`src/rtl/core/assert_macros.svh`:
```
// Assertion macros shared by the stencil block's modules.
`ifndef ASSERT_MACROS_SVH
`define ASSERT_MACROS_SVH

// Plain check on clk, switched off while rst_n is low.
`define HDS_ASSERT(name, prop, msg) \
  name: assert property (@(posedge clk) disable iff (!rst_n) (prop)) \
    else $error(msg);

// Same-cycle implication on clk, switched off while rst_n is low.
`define HDS_ASSERT_IMPL(name, ante, cons, msg) \
  name: assert property (@(posedge clk) disable iff (!rst_n) (ante) |-> (cons)) \
    else $error(msg);

`endif

```
`src/rtl/core/hds_pkg.sv`:
```
// Shared types and constants of the heat diffusion stencil block.
`default_nettype none

package hds_pkg;

  // Field widths.
  localparam int TEMP_W     = 24;
  localparam int ALPHA_W    = 15;
  localparam int SIDE_CFG_W = 8;
  localparam int COORD_W    = 7;
  localparam int CFG_IDX_W  = 2;
  localparam int CFG_DATA_W = 24;

  // Arithmetic widths: Laplacian, product, biased sum, fraction bits of alpha.
  localparam int FRAC_W = 16;
  localparam int LAP_W  = TEMP_W + 4;
  localparam int PROD_W = ALPHA_W + 1 + LAP_W;
  localparam int SUM_W  = PROD_W + 1;

  // Defaults for the top level's parameters.
  localparam int MAX_SIDE_DEF    = 128;
  localparam int QUEUE_DEPTH_DEF = 4;
  localparam int SIDE_MIN        = 3;

  // Register reset values.
  localparam logic [ALPHA_W-1:0]    ALPHA_RST     = 15'd6554;
  localparam logic [TEMP_W-1:0]     SRC_LEVEL_RST = 24'd6553600;
  localparam logic [SIDE_CFG_W-1:0] SIDE_RST      = 8'd100;

  // Register indexes.
  localparam logic [CFG_IDX_W-1:0] CFG_ALPHA        = 2'd0;
  localparam logic [CFG_IDX_W-1:0] CFG_SOURCE_LEVEL = 2'd1;
  localparam logic [CFG_IDX_W-1:0] CFG_SIDE         = 2'd2;

  // Input commands.
  localparam logic CMD_SAMPLE = 1'b0;
  localparam logic CMD_DRAIN  = 1'b1;

  // Heat source rectangles, bounds as [lo, hi).
  localparam int NUM_SRC = 3;
  localparam int SRC_ROW_LO [NUM_SRC] = '{15, 65, 35};
  localparam int SRC_ROW_HI [NUM_SRC] = '{25, 75, 55};
  localparam int SRC_COL_LO [NUM_SRC] = '{15, 65, 75};
  localparam int SRC_COL_HI [NUM_SRC] = '{25, 75, 85};

  // Input word.
  typedef struct packed {
    logic              command;
    logic [TEMP_W-1:0] temperature;
  } in_word_t;

  // Result word.
  typedef struct packed {
    logic [TEMP_W-1:0]  new_temperature;
    logic [COORD_W-1:0] row;
    logic [COORD_W-1:0] column;
    logic               last;
  } out_word_t;

  // One classified step handed from the front to the back.
  typedef struct packed {
    logic [TEMP_W-1:0]  val;
    logic               emit;
    logic               interior;
    logic               src;
    logic [COORD_W-1:0] row;
    logic [COORD_W-1:0] column;
    logic               last;
  } step_t;

endpackage

`default_nettype wire

```
`src/rtl/core/hds_queue.sv`:
```
// Short FIFO that decouples the front end from the stencil back end.
`default_nettype none
`include "assert_macros.svh"

module hds_queue #(
  parameter int WIDTH = 40,
  parameter int DEPTH = hds_pkg::QUEUE_DEPTH_DEF,
  localparam int PW = $clog2(DEPTH),
  localparam int NW = $clog2(DEPTH + 1)
) (
  input  logic             clk,
  input  logic             rst_n,
  input  logic             push,
  input  logic [WIDTH-1:0] push_data,
  output logic             full,
  input  logic             pop,
  output logic [WIDTH-1:0] pop_data,
  output logic             empty
);

  logic [WIDTH-1:0] mem_r [DEPTH];
  logic [PW-1:0]    wr_ptr_r, wr_ptr_nxt;
  logic [PW-1:0]    rd_ptr_r, rd_ptr_nxt;
  logic [NW-1:0]    count_r, count_nxt;
  logic             push_ok;
  logic             pop_ok;

  assign full     = 32'(count_r) == DEPTH;
  assign empty    = count_r == '0;
  assign push_ok  = push && !full;
  assign pop_ok   = pop && !empty;
  assign pop_data = mem_r[rd_ptr_r];

  // Pointer and fill count update.
  always_comb begin
    wr_ptr_nxt = wr_ptr_r;
    rd_ptr_nxt = rd_ptr_r;
    count_nxt  = count_r;
    if (push_ok) begin
      wr_ptr_nxt = (32'(wr_ptr_r) == DEPTH - 1) ? '0 : wr_ptr_r + PW'(1);
    end
    if (pop_ok) begin
      rd_ptr_nxt = (32'(rd_ptr_r) == DEPTH - 1) ? '0 : rd_ptr_r + PW'(1);
    end
    if (push_ok && !pop_ok) begin
      count_nxt = count_r + NW'(1);
    end else if (pop_ok && !push_ok) begin
      count_nxt = count_r - NW'(1);
    end
  end

  always_ff @(posedge clk) begin
    if (!rst_n) begin
      wr_ptr_r <= '0;
      rd_ptr_r <= '0;
      count_r  <= '0;
    end else begin
      wr_ptr_r <= wr_ptr_nxt;
      rd_ptr_r <= rd_ptr_nxt;
      count_r  <= count_nxt;
    end
  end

  // Entry storage.
  always_ff @(posedge clk) begin
    if (push_ok) begin
      mem_r[wr_ptr_r] <= push_data;
    end
  end

  `HDS_ASSERT(a_count_bound, 32'(count_r) <= DEPTH, "queue fill count beyond depth")
  `HDS_ASSERT_IMPL(a_ptr_count, rd_ptr_r == wr_ptr_r, (count_r == '0) || (32'(count_r) == DEPTH), "queue pointers disagree with fill count")

endmodule

`default_nettype wire

```
`config.mk`:
```
export PLATFORM = sky130hd
export DESIGN_NAME = hds_queue
export DESIGN_NICKNAME = d
export VERILOG_FILES = /design/src/rtl/core/hds_pkg.sv /design/src/rtl/core/hds_queue.sv
export VERILOG_INCLUDE_DIRS = /design/src /design/src/rtl/core
export SDC_FILE = /design/constraint.sdc
export NUM_CORES = 1
export LEC_CHECK = 0
export ABC_AREA = 1
export BUFFER_PORTS_ARGS = -buffer_cell sky130_fd_sc_hd__buf_2
export CAP_MARGIN = 20
export CORE_ASPECT_RATIO = 0.7
export CORE_UTILIZATION = 49
export CTS_BUF_LIST = sky130_fd_sc_hd__clkbuf_16
export CTS_CLUSTER_SIZE = 10
export DETAILED_ROUTE_END_ITERATION = 10
export GPL_ROUTABILITY_DRIVEN = 0
export PLACE_DENSITY = 0.8
export REMOVE_ABC_BUFFERS = 1
export SLEW_MARGIN = 20
export SYNTH_ARGS = -nofsm -noshare
export SYNTH_HDL_FRONTEND = slang
export SYNTH_SLANG_ARGS = --single-unit
```
`constraint.sdc`:
```
create_clock -name clk -period 3.2 [get_ports clk]
set_clock_uncertainty 0.2 [all_clocks]
set_input_delay 0.8 -clock clk [delete_from_list [all_inputs] [get_ports clk]]
set_output_delay 0.8 -clock clk [all_outputs]
set_load 0.01 [all_outputs]
```
=== Yosys cells after proc, flatten, opt, wreduce, memory -nomap -nowiden ===
Memories as Yosys holds them, arrays and structs flattened. A register that Yosys moved wholly into a read port is not among the register bits.
Index checks and enable logic that the tools add are counted.

* Word-level logic and storage cells: 29
* Register bits: 7
* Output and inout port bits: 42
* Memories kept: 1
* Bits in writable memories: 160

{| class="wikitable"
|+ Memory list
! name !! depth !! width !! read ports !! clocked after Yosys merged registers in !! write ports !! RTL line !! text
|-
| mem_r || 4 || 40 || 1 || 1 || 1 || hds_queue.sv:21 || <nowiki>logic [WIDTH-1:0] mem_r [DEPTH];</nowiki>
|}

* Add/sub/neg operators: 4
* Eq/ne operators: 3
* Reduce and logical (&&, ||, !) cells: 10
* Multiplexer cells: 8

{| class="wikitable"
|+ Operators with widths
! kind !! number
|-
| $mux 2 || 4
|-
| $mux 3 || 2
|-
| $add 2x1->2 const B || 2
|-
| $eq 2x2->1 const B || 2
|-
| $logic_and 1x1->1 || 4
|-
| $logic_not 1->1 || 4
|-
| $add 3x1->3 const B || 1
|-
| $eq 3x3->1 const B || 1
|-
| $logic_not 3->1 || 1
|-
| $sub 3x1->3 const B || 1
|-
| $mux 1 || 2
|-
| $reduce_bool 2->1 || 1
|}

=== Depth between registers and ports, before layout ===
* Word-level depth: 7
* Mapped depth: 13
* Mapped depth without buffers: 13

=== Worst setup path before layout ===
Ideal clock, no wire load.

* Kind: input-to-reg
* Start: input port push
* End: memory mem_r[0][0] (enable)
* Stages: 2
* Path buffers: 0
* Data required time: 2.563 ns
* Arrival: 2.580 ns
* Slack: -0.017 ns
* Cells stage by stage: nand2_2 nor2_1

* Longest elaborated chain between the ends: 3

{| class="wikitable"
|+ Ends and longest elaborated chain
! item !! RTL line !! text
|-
| from (decl) || hds_queue.sv:13 || <nowiki>input logic push,</nowiki>
|-
| $logic_and 1x1->1 || hds_queue.sv:30 || <nowiki>assign push_ok = push && !full;</nowiki>
|-
| $mux 1 || hds_queue.sv:66 || <nowiki>if (push_ok) begin</nowiki>
|-
| $mux 1 (implied by the code) || hds_queue.sv:67 || <nowiki>mem_r[wr_ptr_r] <= push_data;</nowiki>
|-
| to (decl) || hds_queue.sv:21 ||
|}

Every way passes these cells.

==> Flow_metrics.wiki <==
{| class="wikitable"
! Metric !! Value
|-
| First-pass GRT wire length || slightly above 20 mm
|-
| Initial antenna violation count || 1
|-
| Number of violations reported at the end of detailed-routing iteration 0 || 293
|-
| Vias per std cell || ~5.5
|-
| Footprint of the multi-input gates || between 1000 and 1500 um^2
|-
| Count of max-cap constraint violations || 0
|-
| Cell type with the largest total area after synthesis || sky130_fd_sc_hd__edfxtp_1
|-
| Setup repair after global routing missed its margin || false
|-
| Count of flip-flops with a built-in enable after synthesis || 160
|-
| Utilization after layout || roughly three fifths
|-
| Power density of the placed cells || 835 nW/um^2
|-
| Area overhead of the layout relative to synthesis || 16.2%
|-
| Crit path required time || around 2.2 ns
|-
| Total DRC errors in the routed layout || 0
|-
| Net count reported at finish || 600
|-
| H-tree levels || 4
|-
| Critical path fanouts, max || 30
|-
| Quantity of I/O buffers inserted on ports || 85
|-
| Final setup violation count || 0
|-
| Master cell of the clock root buffer || sky130_fd_sc_hd__clkbuf_16
|-
| Hold Crit Class || flip-flop to flip-flop
|-
| Vias in the first global route || 4,051
|-
| Overall die height || between 90 and 100 um
|-
| Die outline area || 13,800 um^2
|-
| Data arrival time at the worst-slack endpoint || roughly 1.9 ns
|-
| End point of the worst hold path || count_r[0]
|-
| Post-CTS setup buffer count || 0
|-
| Register area share after synthesis || 76.1%
|-
| Count of endpoints failing hold in the final timing report || 0
|-
| Transition time at the pin with the least slew margin || about 0.57 ns
|-
| Fillers || 964
|-
| Total clock buffers created by CTS || 17
|-
| Overall fraction of global-route tracks in use || 20.1%
|-
| Standard-cell rows || 34
|-
| Layout cell share with drive strength beyond 1 || roughly a quarter
|-
| Placeable core region || 12,700 um^2
|-
| Clock input transition at the sequential cells of the worst setup and hold paths || around 0.070 ns
|-
| Global route total overflow || 0
|-
| Sink count of the clock tree || 169
|-
| Biggest area contributors in the synthesized netlist || sky130_fd_sc_hd__edfxtp_1 (73%), sky130_fd_sc_hd__nor2_1 (5.6%), sky130_fd_sc_hd__o22ai_1 (3.8%), sky130_fd_sc_hd__o21ai_0 (3.2%), sky130_fd_sc_hd__o21ai_1 (2.9%)
|-
| Hold_buf cts || 0
|-
| Clock Latency Late Sink || 0.41 ns
|-
| Largest net degree at the start of global routing || 81
|-
| Area occupied by registers || ~5000 um^2
|-
| Share of synthesized registers carrying an async set or reset || 0%
|-
| Leading post-synthesis cells by instance count || sky130_fd_sc_hd__edfxtp_1 (160), sky130_fd_sc_hd__nor2_1 (97), sky130_fd_sc_hd__o21ai_0 (42), sky130_fd_sc_hd__o22ai_1 (40), sky130_fd_sc_hd__o21ai_1 (38)
|-
| Final worst path period share || 91.1%
|-
| Kind of end point of the critical path || output pin
|-
| Total negative setup slack || 0 ns
|-
| Number of cells on the worst reg-to-reg path || 9
|-
| Total iterations of the first detailed-routing run || 4
|-
| Antenna viol nets, final || 0
|-
| Distinct cells, synth || 22
|-
| Worst slack after detailed placement || between 0.7 and 0.8 ns
|-
| Post-route worst hold slack || between 0.3 and 0.4 ns
|-
| Slew Limit Fails || 0
|-
| Worst-case vdd ir drop || about 0.49 mV
|-
| HPWL reported at the end of detailed placement || between 7 and 8 mm
|-
| Leakage dissipation || between 2 and 3 nW
|-
| Count of vias placed by the detailed router || 4,026
|-
| Wire length reported by the detailed router || approximately 13 mm
|-
| Critical path launch point type || flip-flop
|-
| Width of the chip || about 140 um
|-
| Synth warn || 0
|-
| Most frequently used flop master after synthesis || sky130_fd_sc_hd__edfxtp_1
|-
| Max Freq || between 300 and 400 MHz
|-
| Most frequently used cell type in the post-synthesis netlist || sky130_fd_sc_hd__edfxtp_1
|-
| Setup slack of the worst register-to-register path || a little over 1 ns
|-
| Tmin final || ~3 ns
|-
| Result of the run || finished, final reports clean
|-
| Maximum count of clock buffers along a single path || 2
|-
| I/O pin count || 86
|-
| Total of cells resized after clock tree synthesis || 0
|-
| Area share of the largest cell type after synthesis || 73.4%
|-
| Clock tree from TritonCTS || built
|-
| Launch point of the worst reg-to-reg path || count_r[1]
|-
| Final worst setup slack || between 0.2 and 0.3 ns
|-
| Rel. slew slack || roughly 62%
|-
| Starting utilization of the core area || a little over 50%
|-
| Endpoint of the worst register-to-register path || count_r[1]
|-
| Mapped cell area || roughly 6600 um^2
|-
| CP Class || flip-flop to output pin
|-
| Average routed wire per standard cell || 18.1 um
|-
| Flop and latch count out of synthesis || ~170
|-
| Mapped Cells || about 460
|-
| Count of cells along the worst hold path || 2
|-
| Worst Hold Launch || count_r[0]
|-
| Synth Area per Inst || between 10 and 15 um^2
|}
[worst max-delay path, cell delays in order (launching register included)]
cell	delay, ns
sky130_fd_sc_hd__dfxtp_2	0.55
sky130_fd_sc_hd__buf_4	0.37
sky130_fd_sc_hd__o21ai_0	0.19
sky130_fd_sc_hd__o22ai_1	0.22
sky130_fd_sc_hd__buf_2	0.17
[layout by cell type (no fill, tap or decap), types with 2 or more instances in the layout]
cell type,instances
sky130_fd_sc_hd__clkbuf_16,17
sky130_fd_sc_hd__a21oi_1,2
sky130_fd_sc_hd__ha_1,6
sky130_fd_sc_hd__clkinv_4,2
sky130_fd_sc_hd__o21ai_1,38
sky130_fd_sc_hd__clkinvlp_4,6
sky130_fd_sc_hd__nor2_1,93
sky130_fd_sc_hd__o21ai_2,2
sky130_fd_sc_hd__edfxtp_1,160
sky130_fd_sc_hd__inv_6,3
sky130_fd_sc_hd__dfxtp_1,8
sky130_fd_sc_hd__buf_2,85
sky130_fd_sc_hd__buf_12,4
sky130_fd_sc_hd__buf_4,7
sky130_fd_sc_hd__inv_1,19
sky130_fd_sc_hd__clkinv_1,2
sky130_fd_sc_hd__diode_2,2
sky130_fd_sc_hd__o22ai_1,40
sky130_fd_sc_hd__nand2_1,14
sky130_fd_sc_hd__o21ai_0,42
sky130_fd_sc_hd__nor2_4,4
[per-stage QoR]
| step | total power, mW | area, um^2 | instances |
|---|---|---|---|
| 6_report | 6.36 | 7610 | 726 |
| 5_1_grt | 6.69 | 7610 | 724 |
| 4_1_cts | 6.40 | 7610 | 724 |
| 3_5_place_dp | 4.58 | 7080 | 692 |
| 3_3_place_gp | 4.50 | 7080 | 692 |
| 2_1_floorplan | 3.82 | 6280 | 434 |
[registers in the layout (all words and copies together), names as in the netlist, named ones only]
register / flops
rd_ptr_r: 2
count_r: 3
mem_r: 160
wr_ptr_r: 2
[where the power goes]
| group | total [mW] | internal [mW] | switching [mW] |
|---|---|---|---|
| clock network | 1.82 | 0.990 | 0.833 |
| registers | 2.80 | 2.70 | 0.100 |
| logic | 1.73 | 0.603 | 1.13 |
[kinds of logic after synthesis]
logic type,after synthesis,share of synthesized area (%)
AOI/OAI and AO/OA,124,10.4
adders and majority gates,7,1.45
buffers and inverters,44,5.35
DFF,169,76.1
and+or+nand+nor,115,6.74
[worst max path at each step]
stage | start | end | depth (start not counted)
floorplan | push | mem_r[0][0] | 2
global placement | push | count_r[1] | 8
detailed placement | push | count_r[1] | 8
CTS | flip-flop | pop_data[34] | 4
global route | flip-flop | pop_data[34] | 4
finish | flip-flop | pop_data[34] | 4
[routing by layer]
layer	up-vias	part of all wire (%)	GRT usage, %
li1	1878	-	-
met5	-	0	0
met3	12	7.5	7.24
met4	0	0.85	6.76
met2	143	49	33.8
met1	1993	42	24.2
[layout make-up]
| class | count | share of cell area, % |
|---|---|---|
| timing repair buffer | 96 | 7.33 |
| antenna | 2 | 0.0658 |
| clock buffer | 17 | 5.59 |
| clock inverter | 15 | 1.38 |
| multi-input combinational | 246 | 16.4 |
| tap | 162 | 2.66 |
| sequential | 169 | 65.5 |
| inverter | 19 | 1.10 |
Note: power is estimated with default switching activity, not from simulation.
