===== config.mk =====
export PLATFORM = sky130hd
export DESIGN_NAME = hds_front
export DESIGN_NICKNAME = d
export VERILOG_FILES = /design/src/rtl/core/hds_pkg.sv /design/src/rtl/core/hds_front.sv
export VERILOG_INCLUDE_DIRS = /design/src /design/src/rtl/core
export SDC_FILE = /design/constraint.sdc
export NUM_CORES = 1
export LEC_CHECK = 0
export BUFFER_PORTS_ARGS = -buffer_cell sky130_fd_sc_hd__buf_4
export CAP_MARGIN = 0
export CORE_MARGIN = 3
export CORE_UTILIZATION = 55
export CTS_CLUSTER_SIZE = 24
export DETAILED_ROUTE_END_ITERATION = 12
export PLACE_DENSITY = 0.82
export REMOVE_ABC_BUFFERS = 1
export SKIP_CTS_REPAIR_TIMING = 1
export SLEW_MARGIN = 20
export SYNTH_ARGS = -nofsm -noshare
export SYNTH_HDL_FRONTEND = slang
export SYNTH_SLANG_ARGS = --single-unit
export TNS_END_PERCENT = 1

===== constraint.sdc =====
create_clock -name clk -period 7 [get_ports clk]
set_input_delay 1.4 -clock clk [delete_from_list [all_inputs] [get_ports clk]]
set_output_delay 1.4 -clock clk [all_outputs]
set_load 0.02 [all_outputs]

===== src/rtl/core/assert_macros.svh =====
// Assertion macros shared by the stencil block's modules.
`ifndef ASSERT_MACROS_SVH
`define ASSERT_MACROS_SVH

// Plain check on clk, switched off while rst_n is low.
`define HDS_ASSERT(name, prop, msg) \
  name: assert property (@(posedge clk) disable iff (!rst_n) (prop)) \
    else $error(msg);

// Same-cycle implication on clk, switched off while rst_n is low.
`define HDS_ASSERT_IMPL(name, ante, cons, msg) \
  name: assert property (@(posedge clk) disable iff (!rst_n) (ante) |-> (cons)) \
    else $error(msg);

`endif


===== src/rtl/core/hds_pkg.sv =====
// Shared types and constants of the heat diffusion stencil block.
`default_nettype none

package hds_pkg;

  // Field widths.
  localparam int TEMP_W     = 24;
  localparam int ALPHA_W    = 15;
  localparam int SIDE_CFG_W = 8;
  localparam int COORD_W    = 7;
  localparam int CFG_IDX_W  = 2;
  localparam int CFG_DATA_W = 24;

  // Arithmetic widths: Laplacian, product, biased sum, fraction bits of alpha.
  localparam int FRAC_W = 16;
  localparam int LAP_W  = TEMP_W + 4;
  localparam int PROD_W = ALPHA_W + 1 + LAP_W;
  localparam int SUM_W  = PROD_W + 1;

  // Defaults for the top level's parameters.
  localparam int MAX_SIDE_DEF    = 128;
  localparam int QUEUE_DEPTH_DEF = 4;
  localparam int SIDE_MIN        = 3;

  // Register reset values.
  localparam logic [ALPHA_W-1:0]    ALPHA_RST     = 15'd6554;
  localparam logic [TEMP_W-1:0]     SRC_LEVEL_RST = 24'd6553600;
  localparam logic [SIDE_CFG_W-1:0] SIDE_RST      = 8'd100;

  // Register indexes.
  localparam logic [CFG_IDX_W-1:0] CFG_ALPHA        = 2'd0;
  localparam logic [CFG_IDX_W-1:0] CFG_SOURCE_LEVEL = 2'd1;
  localparam logic [CFG_IDX_W-1:0] CFG_SIDE         = 2'd2;

  // Input commands.
  localparam logic CMD_SAMPLE = 1'b0;
  localparam logic CMD_DRAIN  = 1'b1;

  // Heat source rectangles, bounds as [lo, hi).
  localparam int NUM_SRC = 3;
  localparam int SRC_ROW_LO [NUM_SRC] = '{15, 65, 35};
  localparam int SRC_ROW_HI [NUM_SRC] = '{25, 75, 55};
  localparam int SRC_COL_LO [NUM_SRC] = '{15, 65, 75};
  localparam int SRC_COL_HI [NUM_SRC] = '{25, 75, 85};

  // Input word.
  typedef struct packed {
    logic              command;
    logic [TEMP_W-1:0] temperature;
  } in_word_t;

  // Result word.
  typedef struct packed {
    logic [TEMP_W-1:0]  new_temperature;
    logic [COORD_W-1:0] row;
    logic [COORD_W-1:0] column;
    logic               last;
  } out_word_t;

  // One classified step handed from the front to the back.
  typedef struct packed {
    logic [TEMP_W-1:0]  val;
    logic               emit;
    logic               interior;
    logic               src;
    logic [COORD_W-1:0] row;
    logic [COORD_W-1:0] column;
    logic               last;
  } step_t;

endpackage

`default_nettype wire


===== src/rtl/core/hds_front.sv =====
// Front end: accepts words, tracks grid positions and classifies each step.
`default_nettype none
`include "assert_macros.svh"

module hds_front #(
  parameter int MAX_SIDE = hds_pkg::MAX_SIDE_DEF,
  localparam int CW = $clog2(MAX_SIDE),
  localparam int SW = $clog2(MAX_SIDE + 1),
  localparam int RW = $clog2(MAX_SIDE + 2)
) (
  input  logic                              clk,
  input  logic                              rst_n,
  input  logic                              in_valid,
  input  logic                              q_full,
  input  hds_pkg::in_word_t                 in_word,
  input  logic [hds_pkg::SIDE_CFG_W-1:0]    side,
  output logic                              push,
  output logic [CW-1:0]                     push_addr,
  output hds_pkg::step_t                    push_step
);

  logic [RW-1:0] irow_r, irow_nxt;
  logic [CW-1:0] icol_r, icol_nxt;
  logic [CW-1:0] orow_r, orow_nxt;
  logic [CW-1:0] ocol_r, ocol_nxt;
  logic [SW-1:0] gside_r, gside_nxt;

  logic [SW-1:0] side_cl;
  logic [SW-1:0] gs;
  logic          start;
  logic          filled;
  logic          ignore;
  logic          take;
  logic          emit;
  logic          icol_end;
  logic          ocol_end;
  logic          orow_end;
  logic          at_last;
  logic          interior;
  logic          src_hit;

  // Clamp the programmed side to the supported range.
  always_comb begin
    if (32'(side) < hds_pkg::SIDE_MIN) begin
      side_cl = SW'(hds_pkg::SIDE_MIN);
    end else if (32'(side) > MAX_SIDE) begin
      side_cl = SW'(MAX_SIDE);
    end else begin
      side_cl = SW'(side);
    end
  end

  // The side is latched with the first cell of a grid.
  assign start = (irow_r == '0) && (icol_r == '0);
  assign gs    = start ? side_cl : gside_r;

  // Once all cells are in, every word is a drain step that feeds zero.
  assign filled = 32'(irow_r) >= 32'(gs);
  assign ignore = (in_word.command == hds_pkg::CMD_DRAIN) && !filled;
  assign take   = in_valid && !q_full && !ignore;

  // A result leaves once the input is one row and one cell ahead.
  assign emit = (irow_r >= RW'(2)) || ((irow_r == RW'(1)) && (icol_r != '0));

  assign icol_end = (32'(icol_r) + 1) == 32'(gs);
  assign ocol_end = (32'(ocol_r) + 1) == 32'(gs);
  assign orow_end = (32'(orow_r) + 1) == 32'(gs);
  assign at_last  = orow_end && ocol_end;
  assign interior = (orow_r != '0) && !orow_end && (ocol_r != '0) && !ocol_end;

  // Source rectangle hit for the cell being emitted.
  always_comb begin
    src_hit = 1'b0;
    for (int k = 0; k < hds_pkg::NUM_SRC; k++) begin
      if (32'(orow_r) >= hds_pkg::SRC_ROW_LO[k] && 32'(orow_r) < hds_pkg::SRC_ROW_HI[k] &&
          32'(ocol_r) >= hds_pkg::SRC_COL_LO[k] && 32'(ocol_r) < hds_pkg::SRC_COL_HI[k]) begin
        src_hit = 1'b1;
      end
    end
  end

  // Position counters.
  always_comb begin
    irow_nxt  = irow_r;
    icol_nxt  = icol_r;
    orow_nxt  = orow_r;
    ocol_nxt  = ocol_r;
    gside_nxt = gside_r;
    if (take) begin
      gside_nxt = gs;
      if (emit && at_last) begin
        irow_nxt = '0;
        icol_nxt = '0;
        orow_nxt = '0;
        ocol_nxt = '0;
      end else begin
        if (icol_end) begin
          icol_nxt = '0;
          irow_nxt = irow_r + RW'(1);
        end else begin
          icol_nxt = icol_r + CW'(1);
        end
        if (emit) begin
          if (ocol_end) begin
            ocol_nxt = '0;
            orow_nxt = orow_r + CW'(1);
          end else begin
            ocol_nxt = ocol_r + CW'(1);
          end
        end
      end
    end
  end

  always_ff @(posedge clk) begin
    if (!rst_n) begin
      irow_r  <= '0;
      icol_r  <= '0;
      orow_r  <= '0;
      ocol_r  <= '0;
      gside_r <= SW'(hds_pkg::SIDE_MIN);
    end else begin
      irow_r  <= irow_nxt;
      icol_r  <= icol_nxt;
      orow_r  <= orow_nxt;
      ocol_r  <= ocol_nxt;
      gside_r <= gside_nxt;
    end
  end

  // Step handed to the queue.
  assign push                = take;
  assign push_addr           = icol_r;
  assign push_step.val       = filled ? '0 : in_word.temperature;
  assign push_step.emit      = emit;
  assign push_step.interior  = interior;
  assign push_step.src       = src_hit;
  assign push_step.row       = hds_pkg::COORD_W'(orow_r);
  assign push_step.column    = hds_pkg::COORD_W'(ocol_r);
  assign push_step.last      = at_last;

  // The final result of a grid leaves with the input one row past the grid.
  `HDS_ASSERT_IMPL(a_last_pos, take && emit && at_last, (32'(irow_r) == 32'(gs) + 1) && (icol_r == '0), "last result at wrong input position")
  // The emitted column trails the input column by one.
  `HDS_ASSERT_IMPL(a_col_lag, take && emit && (icol_r != '0), (32'(ocol_r) + 1) == 32'(icol_r), "output column out of step with input")

endmodule

`default_nettype wire


After elaboration in Yosys (flattened, before gate mapping)
Index checks and enable logic that the tools add are counted.
- add/sub/neg operators: 7
- $lt $le $gt $ge: 16
- eq/ne operators: 4
- multiplexer cells: 17
- reduce and logical (&&, ||, !) cells: 36
- operators by type and width (cell ; count):
    7-bit two-way mux ; 8
    8-bit two-way mux ; 5
    7-bit by 1-bit adder with 8-bit output (second input constant) ; 3
    8-bit equality test ; 3
    24-bit two-way mux ; 1
    7-bit by 1-bit adder with 7-bit output (second input constant) ; 3
    7-bit >= comparator (second input constant) ; 3
    7-bit < comparator (second input constant) ; 3
    7-bit nonzero test ; 3
    1-bit logical AND ; 19
    7-bit by 4-bit >= comparator with 1-bit output (second input constant) ; 2
    7-bit by 5-bit < comparator with 1-bit output (second input constant) ; 2
    8-bit by 1-bit adder with 8-bit output (second input constant) ; 1
    8-bit by 1-bit equality test with 1-bit output (second input constant) ; 1
    8-bit by 2-bit >= comparator with 1-bit output (second input constant) ; 1
    8-bit >= comparator ; 1
    8-bit > comparator (second input constant) ; 1
    8-bit zero test ; 1
    8-bit by 2-bit < comparator with 1-bit output (second input constant) ; 1
    7-bit by 6-bit >= comparator with 1-bit output (second input constant) ; 1
    7-bit zero test ; 1
    7-bit by 6-bit < comparator with 1-bit output (second input constant) ; 1
    2-bit nonzero test ; 3
    1-bit zero test ; 5
    other kinds (4) ; 7
- bits in registers: 37
- bits of input ports: 37
- output and inout port bits: 50
- word-level logic and storage cells: 85

Depth between registers and ports, before layout
Gate-level depths: netlist (run 1).
- depth in word-level cells: 10
- mapped depth: 20
- depth with buffers taken out: 17

Worst setup path after synthesis (run 1)
No wires, ideal clock.
- path type: input -> output
- start: in side[5] (netlist name)
- end: out push
- arrival time: 4.048 ns
- data required time: 5.600 ns
- slack: 1.552 ns
- stages on the path: 14
- buffers on the path: 2
- cell sequence: nor4_1 > a21oi_1 > mux2_2 > inv_1 > ha_1 > nand2b_1 > a21o_1 > a21o_1 > a21oi_1 > nor2_1 > o21ai_0 > inv_1 > clkbuf_1 > buf_1
- cells in the longest elaborated chain, start to end: 9
- elaborated cells between the ends (all ways): 10
- classes of those cells: order compare (3); mux (3); reduce/logical (4)
- ends and longest elaborated chain (element ; line ; text):
    start: declaration ; hds_front.sv:16 ; input logic [hds_pkg::SIDE_CFG_W-1:0] side,
    8-bit > comparator ; hds_front.sv:46 ; end else if (32'(side) > MAX_SIDE) begin
    8-bit two-way mux ; hds_front.sv:46 ;
    8-bit two-way mux * ; hds_front.sv:44 ; if (32'(side) < hds_pkg::SIDE_MIN) begin
    8-bit two-way mux * ; hds_front.sv:55 ; assign gs = start ? side_cl : gside_r;
    via gs[0] ; hds_front.sv:29 ; logic [SW-1:0] gs;
    8-bit >= comparator * ; hds_front.sv:58 ; assign filled = 32'(irow_r) >= 32'(gs);
    1-bit zero test * ; hds_front.sv:59 ; assign ignore = (in_word.command == hds_pkg::CMD_DRAIN) && !filled;
    1-bit logical AND * ; hds_front.sv:59 ;
    1-bit zero test * ; hds_front.sv:60 ; assign take = in_valid && !q_full && !ignore;
    1-bit logical AND * ; hds_front.sv:60 ;
    end: declaration ; hds_front.sv:17 ; output logic push,
The timed path passes the listed nets; every way through them passes the cells marked *.

Worst setup path after layout (run 1)
Same ends and word-level chain as after synthesis.

==> flow_metrics.env, run 1 <==
export IMPL_slowest_delay_ns=0.38
export IMPL_cp_endpoint="push"
export IMPL_grt_max_degree=42
export IMPL_synth_cells=457
export IMPL_outcome="completed"
export IMPL_antenna_found_initial=0
export IMPL_wl_per_cell_um=16.6
export IMPL_die_area_sq_mm=0.00740
export IMPL_synth_top_area_share_pct=21.0
export IMPL_drc=0
export IMPL_slew_limit_headroom_pct=44.4
export IMPL_grt_usage_pct=27.1
export IMPL_synth_seq_cells=37
export IMPL_die_x_um=86.1
export IMPL_max_cap_violations=0
export IMPL_fin_setup_tns_ns=0
export IMPL_postPlaceCellArea_sq_mm=0.00409
export IMPL_clk_pin_slew_worst_paths_ns=0.08
export IMPL_grt_pass1_wl_mm=16.3
export IMPL_startpoint="side[5]"
export IMPL_hold_viol_final=0
export IMPL_drv_slew=0
export IMPL_leakage_uw=0.00174
export IMPL_dp_hpwl_mm=7.23
export IMPL_reg2reg_from="push_addr[0]$_SDFFE_PN0P_"
export IMPL_die_height_um=86.1
export IMPL_reg2reg_to="irow_r[1]$_SDFFE_PN0P_"
export IMPL_n_antenna_cell=0
export IMPL_worstPathArrival_ns=4.24
export IMPL_initial_core_util_pct=58.2
export IMPL_irDropWorstVdd_mv=0.0800
export IMPL_clk_path_buf_depth=2
export IMPL_r2r_slack_ns=2.39
export IMPL_drt_iter0_drc=226
export IMPL_via_per_inst=6.14
export IMPL_slowest_stage="nor4_1"
export IMPL_fin_nets=573
export IMPL_yosysWarnings=0
export IMPL_ant_nets=0
export IMPL_design_power_total_uw=538
export IMPL_area_growth_pct=19.0
export IMPL_top_layer="met4"
export IMPL_setup_viol=0
export IMPL_ys_types=58
export IMPL_portBuffers=86
export IMPL_period_needed_ns=5.64
export IMPL_crit_chain="buf_4 > nor4_1 > a21oi_1 > mux2_2 > inv_1 > ha_1 > nand2b_1 > a21o_1 > a21o_1 > a21oi_1 > nor2_1 > o21ai_1 > inv_1 > buf_4"
export IMPL_syn_area_sq_mm=0.00352
export IMPL_path_max_fanout=22
export IMPL_first_pass_iters=6
export IMPL_async_reset_ff_share_pct=0
export IMPL_fmax_mhz=177
export IMPL_final_core_util_pct=69.2
export IMPL_cts_root_buffer="clkbuf_8"
export IMPL_synth_avg_cell_area_sq_um=7.71
export IMPL_ys_seq_area_share_pct=21.0
export IMPL_wl_met2_mm=4.78
export IMPL_vias=3635
export IMPL_grt_ovfl_total=0
export IMPL_cts_sinks=37
export IMPL_worst_slew_pin_slew_ns=0.834
export IMPL_hold_depth=1
export IMPL_wl_met3_um=807
export IMPL_rows=28
export IMPL_met1_length_mm=4.01
export IMPL_io_pins=87
export IMPL_r2r_cells=14
export IMPL_crit_type="in -> out"
export IMPL_htree_levels=2
export IMPL_rsz0062_at_grt="no"
export IMPL_synth_area_leaders="dfxtp_1 21%, ha_1 7.1%, xnor2_1 7.0%"
export IMPL_skew_ns=0.00679
export IMPL_fin_area_sq_mm=0.00419
export IMPL_end_kind="output port"
export IMPL_core_area_sq_mm=0.00606
export IMPL_cts_buffers=5
export IMPL_holdCritPathClass="reg -> reg"
export IMPL_period_share_pct=80.5
export IMPL_clk_latency_ns=0.30
export IMPL_powerDensity_mw_per_mm2=128
export IMPL_required_ns=5.60
export IMPL_synth_edf_count=0
export IMPL_cts_tree="yes"
export IMPL_grt_pass1_vias=3499
export IMPL_cp_start_kind="input pin"
export IMPL_place_congestion=0.889
export IMPL_wirelength_mm=9.84
export IMPL_drive_above_1_share_pct=21.5
export IMPL_yosys_area_top_type="dfxtp_1"
export IMPL_yosys_most_used_dff="dfxtp_1"
==> synth_stat cells, types with 4 or more instances <==
cell type   n
buf_6       4
xnor2_1    28
a31oi_1     4
a21oi_1    14
o211a_1     5
nor4_1      8
and2_1     27
nand2_1    37
xor2_1     13
nor2b_1    12
nand2b_1    6
o21ai_0    19
buf_4       4
nand3b_1    6
and3_1     11
clkbuf_1   21
o211ai_1    5
buf_2       4
nor3_1     10
nor2_1     30
nand3_1    22
dfxtp_1    37
nand4_1    13
inv_1      21
a21boi_0   13
nand4b_1   10
ha_1       20
==> stage by stage <==
| stage | worst slack (ns) | std cells | hold slack, ns |
|---|---|---|---|
| 2_1_floorplan | 0.516 | 421 | 0.472 |
| 3_3_place_gp | 1.53 | 584 | 0.479 |
| 3_5_place_dp | 1.41 | 584 | 0.499 |
| 4_1_cts | 1.39 | 592 | 0.518 |
| 5_1_grt | 1.04 | 592 | 0.544 |
| 6_report | 1.36 | 592 | 0.521 |
==> cells in the final DEF, fill, tap and decap left out, types with 14 or more instances in the layout <==
cell / synthesis / routed
nor2_1: 30 / 30
nand2_1: 37 / 37
xnor2_1: 28 / 28
o21ai_0: 19 / 18
and2_1: 27 / 27
inv_1: 21 / 21
buf_4: 4 / 88
dfxtp_1: 37 / 37
ha_1: 20 / 20
nand3_1: 22 / 22
a21oi_1: 14 / 14
==> worst min-delay path by stage <==
stage / slack, ns / from / end
after floorplan: 0.47 / gside_r[4]$_SDFFE_PN0P_ / gside_r[4]$_SDFFE_PN0P_
after global placement: 0.48 / gside_r[4]$_SDFFE_PN0P_ / gside_r[4]$_SDFFE_PN0P_
after detailed placement: 0.50 / gside_r[4]$_SDFFE_PN0P_ / gside_r[4]$_SDFFE_PN0P_
after CTS: 0.52 / gside_r[4]$_SDFFE_PN0P_ / gside_r[4]$_SDFFE_PN0P_
after global routing: 0.54 / gside_r[4]$_SDFFE_PN0P_ / gside_r[4]$_SDFFE_PN0P_
final: 0.52 / gside_r[4]$_SDFFE_PN0P_ / gside_r[4]$_SDFFE_PN0P_
==> per-layer routing <==
layer / up-vias / track usage (%)
li1: 1740 / -
met1: 1687 / 32.0
met2: 185 / 48.3
met3: 23 / 5.67
met4: 0 / 9.50
met5: - / 0
==> report_power, final <==
part | leakage, uW | total [uW] | internal [uW] | switching (uW)
sequential | 0.000299 | 218 | 214 | 4.39
combinational | 0.00139 | 145 | 67.4 | 78.1
clock | 0.0000542 | 174 | 89.2 | 85.0
==> logic make-up (layout without fill, tap and decap cells) <==
group	after synthesis	after routing	share of synthesized area, %
xor+xnor	41	41	10.2
simple gates	204	204	32.6
flops	37	37	21.0
buf+inv	57	117	7.53
compound gates	89	89	18.0
mux	9	9	3.59
fa+ha+maj	20	20	7.10
==> sequential cells by signal (all words and copies together) (netlist names) <==
signal,count
gside_r,8
orow_r,7
irow_r,8
push_addr,7
ocol_r,7
==> critical path: cells and delay by family <==
kind / cells / cell delay [ns]
adders and majority gates: 1 / 0.21
AOI/OAI and AO/OA: 5 / 0.89
buffers and inverters: 4 / 0.79
and+or+nand+nor: 3 / 0.60
muxes: 1 / 0.34
==> final cells by class <==
class / count / area (sq um)
multi-input cells: 363 / 2520
well taps: 75 / 93.8
repair buffers: 88 / 661
flip-flops and latches: 37 / 741
clock buffers: 7 / 96.3
inverters: 21 / 78.8
clock inverters: 1 / 5.00
fillers: 522 / 1870
No activity file was read; power rests on OpenSTA's default activity.
==> run 2, diff against run 1 <==
- clock period: 7 -> 5.4 ns (I/O delays scaled with it)
==> run 2 against run 1 <==
  * Critical path depth up 1
  * Wire length up 1.8%
  * First-iteration DRC count down 21%
  * Critical path type unchanged
  * Non-clock buffer count up 5
  * Combinational power up 32%
==> flow_metrics.env, run 2 (synthesis results as in run 1) <==
export IMPL_crit_buf_inv=4
export IMPL_hold_ws_ns=0.515
export IMPL_hold_viol_final=0
export IMPL_required_ns=4.32
export IMPL_holdCritPathClass="reg -> reg"
export IMPL_p_clk_share_pct=38.4
export IMPL_first_pass_iters=5
export IMPL_io_pins=87
export IMPL_setup_viol=0
export IMPL_postPlaceCellArea_sq_mm=0.00413
export IMPL_place_congestion=0.873
export IMPL_layout_cells_non_filler=597
export IMPL_sw_frac_of_total_pct=28.5
export IMPL_outcome="completed"
export IMPL_die_height_um=86.1
export IMPL_fin_area_sq_mm=0.00426
export IMPL_drive_above_1_share_pct=22.2
export IMPL_ant_nets=0
export IMPL_p_int_uw=551
export IMPL_area_growth_pct=21.0
export IMPL_worstPathArrival_ns=3.83
export IMPL_final_core_util_pct=70.4
export IMPL_drv_slew=0
export IMPL_max_cap_violations=0
export IMPL_clk_latency_ns=0.30
export IMPL_cts_tree="yes"
export IMPL_crit_chain="buf_4 > nor4_1 > a21oi_1 > mux2_2 > inv_1 > ha_1 > nand2b_1 > a21o_1 > a21o_1 > a21oi_1 > o21ai_0 > a21oi_1 > buf_4 > and2_1 > buf_4"
export IMPL_rsz0062_at_grt="no"
export IMPL_cts_buffers=5
export IMPL_grt_max_degree=42
export IMPL_p_switching_uw=220
export IMPL_drt_iter0_drc=179
export IMPL_cts_root_buffer="clkbuf_8"
export IMPL_grt_pass1_wl_mm=16.9
export IMPL_dp_hpwl_mm=7.47
export IMPL_clk_pin_slew_worst_paths_ns=0.09
export IMPL_end_kind="output port"
export IMPL_grt_pass1_vias=3554
export IMPL_path_max_fanout=24
export IMPL_dp_cells=589
export IMPL_portBuffers=86
export IMPL_layout_common_cells="93 x buf_4, 37 x nand2_1, 37 x dfxtp_1"
export IMPL_powerDensity_mw_per_mm2=181
export IMPL_irDropWorstVdd_mv=0.122
export IMPL_period_needed_ns=4.91
export IMPL_cp_start_kind="input pin"
export IMPL_final_common_cell="buf_4"
export IMPL_period_share_pct=91.0
export IMPL_htree_levels=2
export IMPL_fillerInstances=517
export IMPL_largestRegisters="gside_r: 8 flops, irow_r: 8 flops"
export IMPL_rows=28
export IMPL_power_frac_seq_pct=36.7
export IMPL_via_per_inst=6.09
export IMPL_crit_type="in -> out"
export IMPL_drc=0
export IMPL_die_area_sq_mm=0.00740
export IMPL_grt_ovfl_total=0
export IMPL_core_area_sq_mm=0.00606
export IMPL_path_delay_family="compound AO/OA/AOI/OAI gates"
export IMPL_initial_core_util_pct=58.2
export IMPL_cts_sinks=37
export IMPL_vias=3637
export IMPL_n_antenna_cell=0
export IMPL_slowest_delay_ns=0.39
export IMPL_grt_usage_pct=28.0
export IMPL_worst_slew_pin_slew_ns=0.999
export IMPL_skew_ns=0.0108
export IMPL_fin_nets=578
export IMPL_slew_limit_headroom_pct=32.8
export IMPL_wirelength_mm=10.0
export IMPL_combPwrFrac_pct=24.9
export IMPL_wl_per_cell_um=16.8
export IMPL_die_x_um=86.1
export IMPL_fmax_mhz=204
export IMPL_leakage_uw=0.00178
export IMPL_clk_path_buf_depth=2
export IMPL_slowest_stage="nor4_1"
export IMPL_antenna_found_initial=0
[run 2: changes by cell type in the layout (fill, tap and decap cells not counted), sizes merged]
| cell | previous run | this run |
|---|---|---|
| clkbuf | 7 | 5 |
| bufinv | 0 | 2 |
| buf | 88 | 93 |
[run 2: metrics by stage]
step | TNS, ns | setup WS (ns) | total power [uW]
after detailed placement | 0 | 0.499 | 480
final | 0 | 0.488 | 771
after CTS | 0 | 0.490 | 772
after global routing | 0 | 0.230 | 800
after floorplan | -4.41 | -0.494 | 401
after global placement | 0 | 0.608 | 476
[run 2: power groups by stage]
stage          sequential, uW  clock, uW  combinational (uW)
2_1_floorplan             289          0                 112
3_3_place_gp              289          0                 187
3_5_place_dp              289          0                 191
4_1_cts                   283        297                 192
5_1_grt                   284        307                 208
6_report                  283        296                 192
[run 2: final cells by class]
cell class	count	area [sq um]	share of cell area, %
multi-input combinational	363	2520	59.1
clock inverter	3	65.1	1.53
tap	75	93.8	2.20
timing repair buffer	93	698	16.4
sequential	37	741	17.4
clock buffer	5	68.8	1.61
inverter	21	78.8	1.85
[run 2: worst register-to-register path, stage by stage, from the launching register on]
cell and delay [ns]:
dfxtp_1 0.43, inv_1 0.12, ha_1 0.18, and3b_1 0.21, and4_1 0.36, buf_4 0.28
mux2i_2 0.54, xor2_1 0.13, nor4_1 0.24, o2111a_1 0.44, buf_4 0.24, nand3_2 0.36
and3_1 0.33, o21a_1 0.16
[run 2: path summary, 6_finish.rpt]
path	depth (start not counted)	slack, ns	from	endpoint
worst max-delay path	15	0.49	side[5]	push_step[34]
worst min-delay path	1	0.52	gside_r[4]$_SDFFE_PN0P_	gside_r[4]$_SDFFE_PN0P_
worst max register to register	13	1.30	push_addr[0]$_SDFFE_PN0P_	orow_r[0]$_SDFFE_PN0P_
worst min register to register	1	0.52	gside_r[4]$_SDFFE_PN0P_	gside_r[4]$_SDFFE_PN0P_
[run 2: layer usage]
metal / up-vias / part of all wire [%] / GRT usage, %
met1: 1695 / 41 / 33.5
li1: 1749 / - / -
met5: - / 0 / 0
met4: 0 / 1.3 / 7.34
met3: 13 / 7.3 / 5.38
met2: 180 / 51 / 50.7
==> run 3, diff against run 2 <==
- GPL_TIMING_DRIVEN: unset -> 0
==> run 3 against run 2 <==
  * Combinational power increased by 3%
  * Highest routed layer unchanged
  * Largest power group is now sequential cells
  * Sequential cell count unchanged
  * Largest cell class unchanged
  * Via count increased by 1.3%
  * Sequential share of layout area about the same
  * Critical path type unchanged
==> flow_metrics.env, run 3 (synthesis results as in run 1) <==
export IMPL_slew_limit_headroom_pct=44.8
export IMPL_largestRegisters="gside_r: 8 flops, irow_r: 8 flops"
export IMPL_die_area_sq_mm=0.00740
export IMPL_r2r_cells=18
export IMPL_cts_tree="yes"
export IMPL_crit_chain="buf_4 > nor4_2 > a21oi_1 > mux2_2 > inv_1 > ha_1 > nand2b_1 > a21o_1 > a21o_1 > a21oi_1 > nor2_1 > o21ai_4 > clkinvlp_4 > buf_4"
export IMPL_grt_ovfl_total=0
export IMPL_core_area_sq_mm=0.00606
export IMPL_slowest_stage="o21ai_4"
export IMPL_area_growth_pct=21.3
export IMPL_cts_sinks=37
export IMPL_slowest_delay_ns=0.40
export IMPL_cp_num_cells=14
export IMPL_wl_per_cell_um=17.0
export IMPL_portBuffers=86
export IMPL_powerDensity_mw_per_mm2=173
export IMPL_final_setup_worst_slack_ns=0.299
export IMPL_worst_slew_pin_slew_ns=0.804
export IMPL_rsz0062_at_grt="no"
export IMPL_reg2reg_to="irow_r[1]$_SDFFE_PN0P_"
export IMPL_required_ns=4.32
export IMPL_antenna_found_initial=0
export IMPL_post_place_ws_ns=-0.170
export IMPL_place_congestion=0.868
export IMPL_drt_iter0_drc=243
export IMPL_grt_max_degree=42
export IMPL_clk_latency_ns=0.30
export IMPL_htree_levels=2
export IMPL_leakage_uw=0.00176
export IMPL_drive_above_1_share_pct=22.8
export IMPL_holdCritPathClass="reg -> reg"
export IMPL_n_antenna_cell=0
export IMPL_fillerInstances=500
export IMPL_skew_ns=0.0107
export IMPL_dp_hpwl_mm=7.22
export IMPL_grt_usage_pct=26.8
export IMPL_path_delay_family="compound AO/OA/AOI/OAI gates"
export IMPL_fin_nets=577
export IMPL_die_height_um=86.1
export IMPL_hold_depth=1
export IMPL_io_pins=87
export IMPL_drv_slew=0
export IMPL_crit_buf_inv=4
export IMPL_grt_pass1_wl_mm=16.0
export IMPL_drc=0
export IMPL_crit_type="in -> out"
export IMPL_startpoint="side[5]"
export IMPL_die_x_um=86.1
export IMPL_layout_common_cells="90 x buf_4, 37 x nand2_1, 37 x dfxtp_1"
export IMPL_cts_root_buffer="clkbuf_8"
export IMPL_end_kind="output port"
export IMPL_setup_viol=0
export IMPL_path_max_fanout=12
export IMPL_vias=3683
export IMPL_cts_buffers=5
export IMPL_fmax_mhz=196
export IMPL_initial_core_util_pct=58.2
export IMPL_cp_endpoint="push"
export IMPL_first_pass_iters=4
export IMPL_rows=28
export IMPL_ant_nets=0
export IMPL_period_needed_ns=5.10
export IMPL_via_per_inst=6.18
export IMPL_fin_setup_tns_ns=0
export IMPL_r2r_slack_ns=0.90
export IMPL_period_share_pct=94.5
export IMPL_wirelength_mm=10.1
export IMPL_grt_pass1_vias=3494
export IMPL_outcome="completed"
export IMPL_worstPathArrival_ns=4.02
export IMPL_clk_path_buf_depth=2
export IMPL_final_common_cell="buf_4"
export IMPL_hold_viol_final=0
export IMPL_clk_pin_slew_worst_paths_ns=0.08
export IMPL_max_cap_violations=0
export IMPL_irDropWorstVdd_mv=0.112
export IMPL_reg2reg_from="push_addr[0]$_SDFFE_PN0P_"
export IMPL_cp_start_kind="input pin"
-- run 3: cell count changes in the layout (fill, tap and decap cells not counted), sizes merged --
| cell | previous run | this run |
|---|---|---|
| clkinv | 1 | 0 |
| clkinvlp | 0 | 2 |
| inv | 21 | 20 |
| clkbuf | 5 | 7 |
| bufinv | 2 | 1 |
| buf | 93 | 91 |
-- run 3: routing by layer --
layer  vias to the layer above  global-route usage [%]  share of wire (%)
li1                       1740                       -                  -
met1                      1741                    30.8                 40
met2                       183                    48.8                 51
met3                        19                    5.00                7.4
met4                         0                    10.2                2.1
met5                         -                       0                  0
-- run 3: area by class of cell --
cell class / instances / area, sq um / area share [%]
Clock buffer: 7 / 86.3 / 2.02
Clock inverter: 1 / 30.0 / 0.702
Tap cell: 75 / 93.8 / 2.19
Timing Repair Buffer: 91 / 687 / 16.1
Multi-Input combinational cell: 363 / 2550 / 59.6
Timing Repair inverter: 1 / 5.00 / 0.117
Sequential cell: 37 / 741 / 17.3
Inverter: 21 / 82.6 / 1.93
-- run 3: worst min-delay path by stage --
stage                             from                      end  slack, ns
2_1_floorplan  gside_r[4]$_SDFFE_PN0P_  gside_r[4]$_SDFFE_PN0P_       0.47
3_3_place_gp   gside_r[4]$_SDFFE_PN0P_  gside_r[4]$_SDFFE_PN0P_       0.48
3_5_place_dp   gside_r[4]$_SDFFE_PN0P_  gside_r[4]$_SDFFE_PN0P_       0.50
4_1_cts        gside_r[4]$_SDFFE_PN0P_  gside_r[4]$_SDFFE_PN0P_       0.52
5_1_grt        gside_r[7]$_SDFFE_PN0P_  gside_r[7]$_SDFFE_PN0P_       0.55
6_report       gside_r[4]$_SDFFE_PN0P_  gside_r[4]$_SDFFE_PN0P_       0.52
-- run 3: worst register-to-register path: cells and delay by family (launching register included) --
kind                       cells  cell delay [ns]
adders and majority gates      2             0.38
AOI/OAI and AO/OA              6             1.39
DFF                            1             0.40
buffers and inverters          4             0.69
and+or+nand+nor                5             1.16
muxes                          1             0.42
-- run 3: power by group --
part           switching, uW  total, uW  internal (uW)  leakage, uW
Combinational            106        197           90.6      0.00140
Sequential              5.65        283            277     0.000299
Clock                    109        260            151    0.0000585
-- run 3: stage by stage --
stage                     hold WS, ns  total power (uW)  cells  cell area, sq um  util [%]
final                           0.520               740    596              4280      70.5
after global placement          0.479               472    582              4080      67.3
after floorplan                 0.472               401    421              3340         -
after CTS                       0.520               735    591              4210      69.4
after global routing            0.548               772    596              4280      70.5
after detailed placement        0.501               477    583              4090      67.5
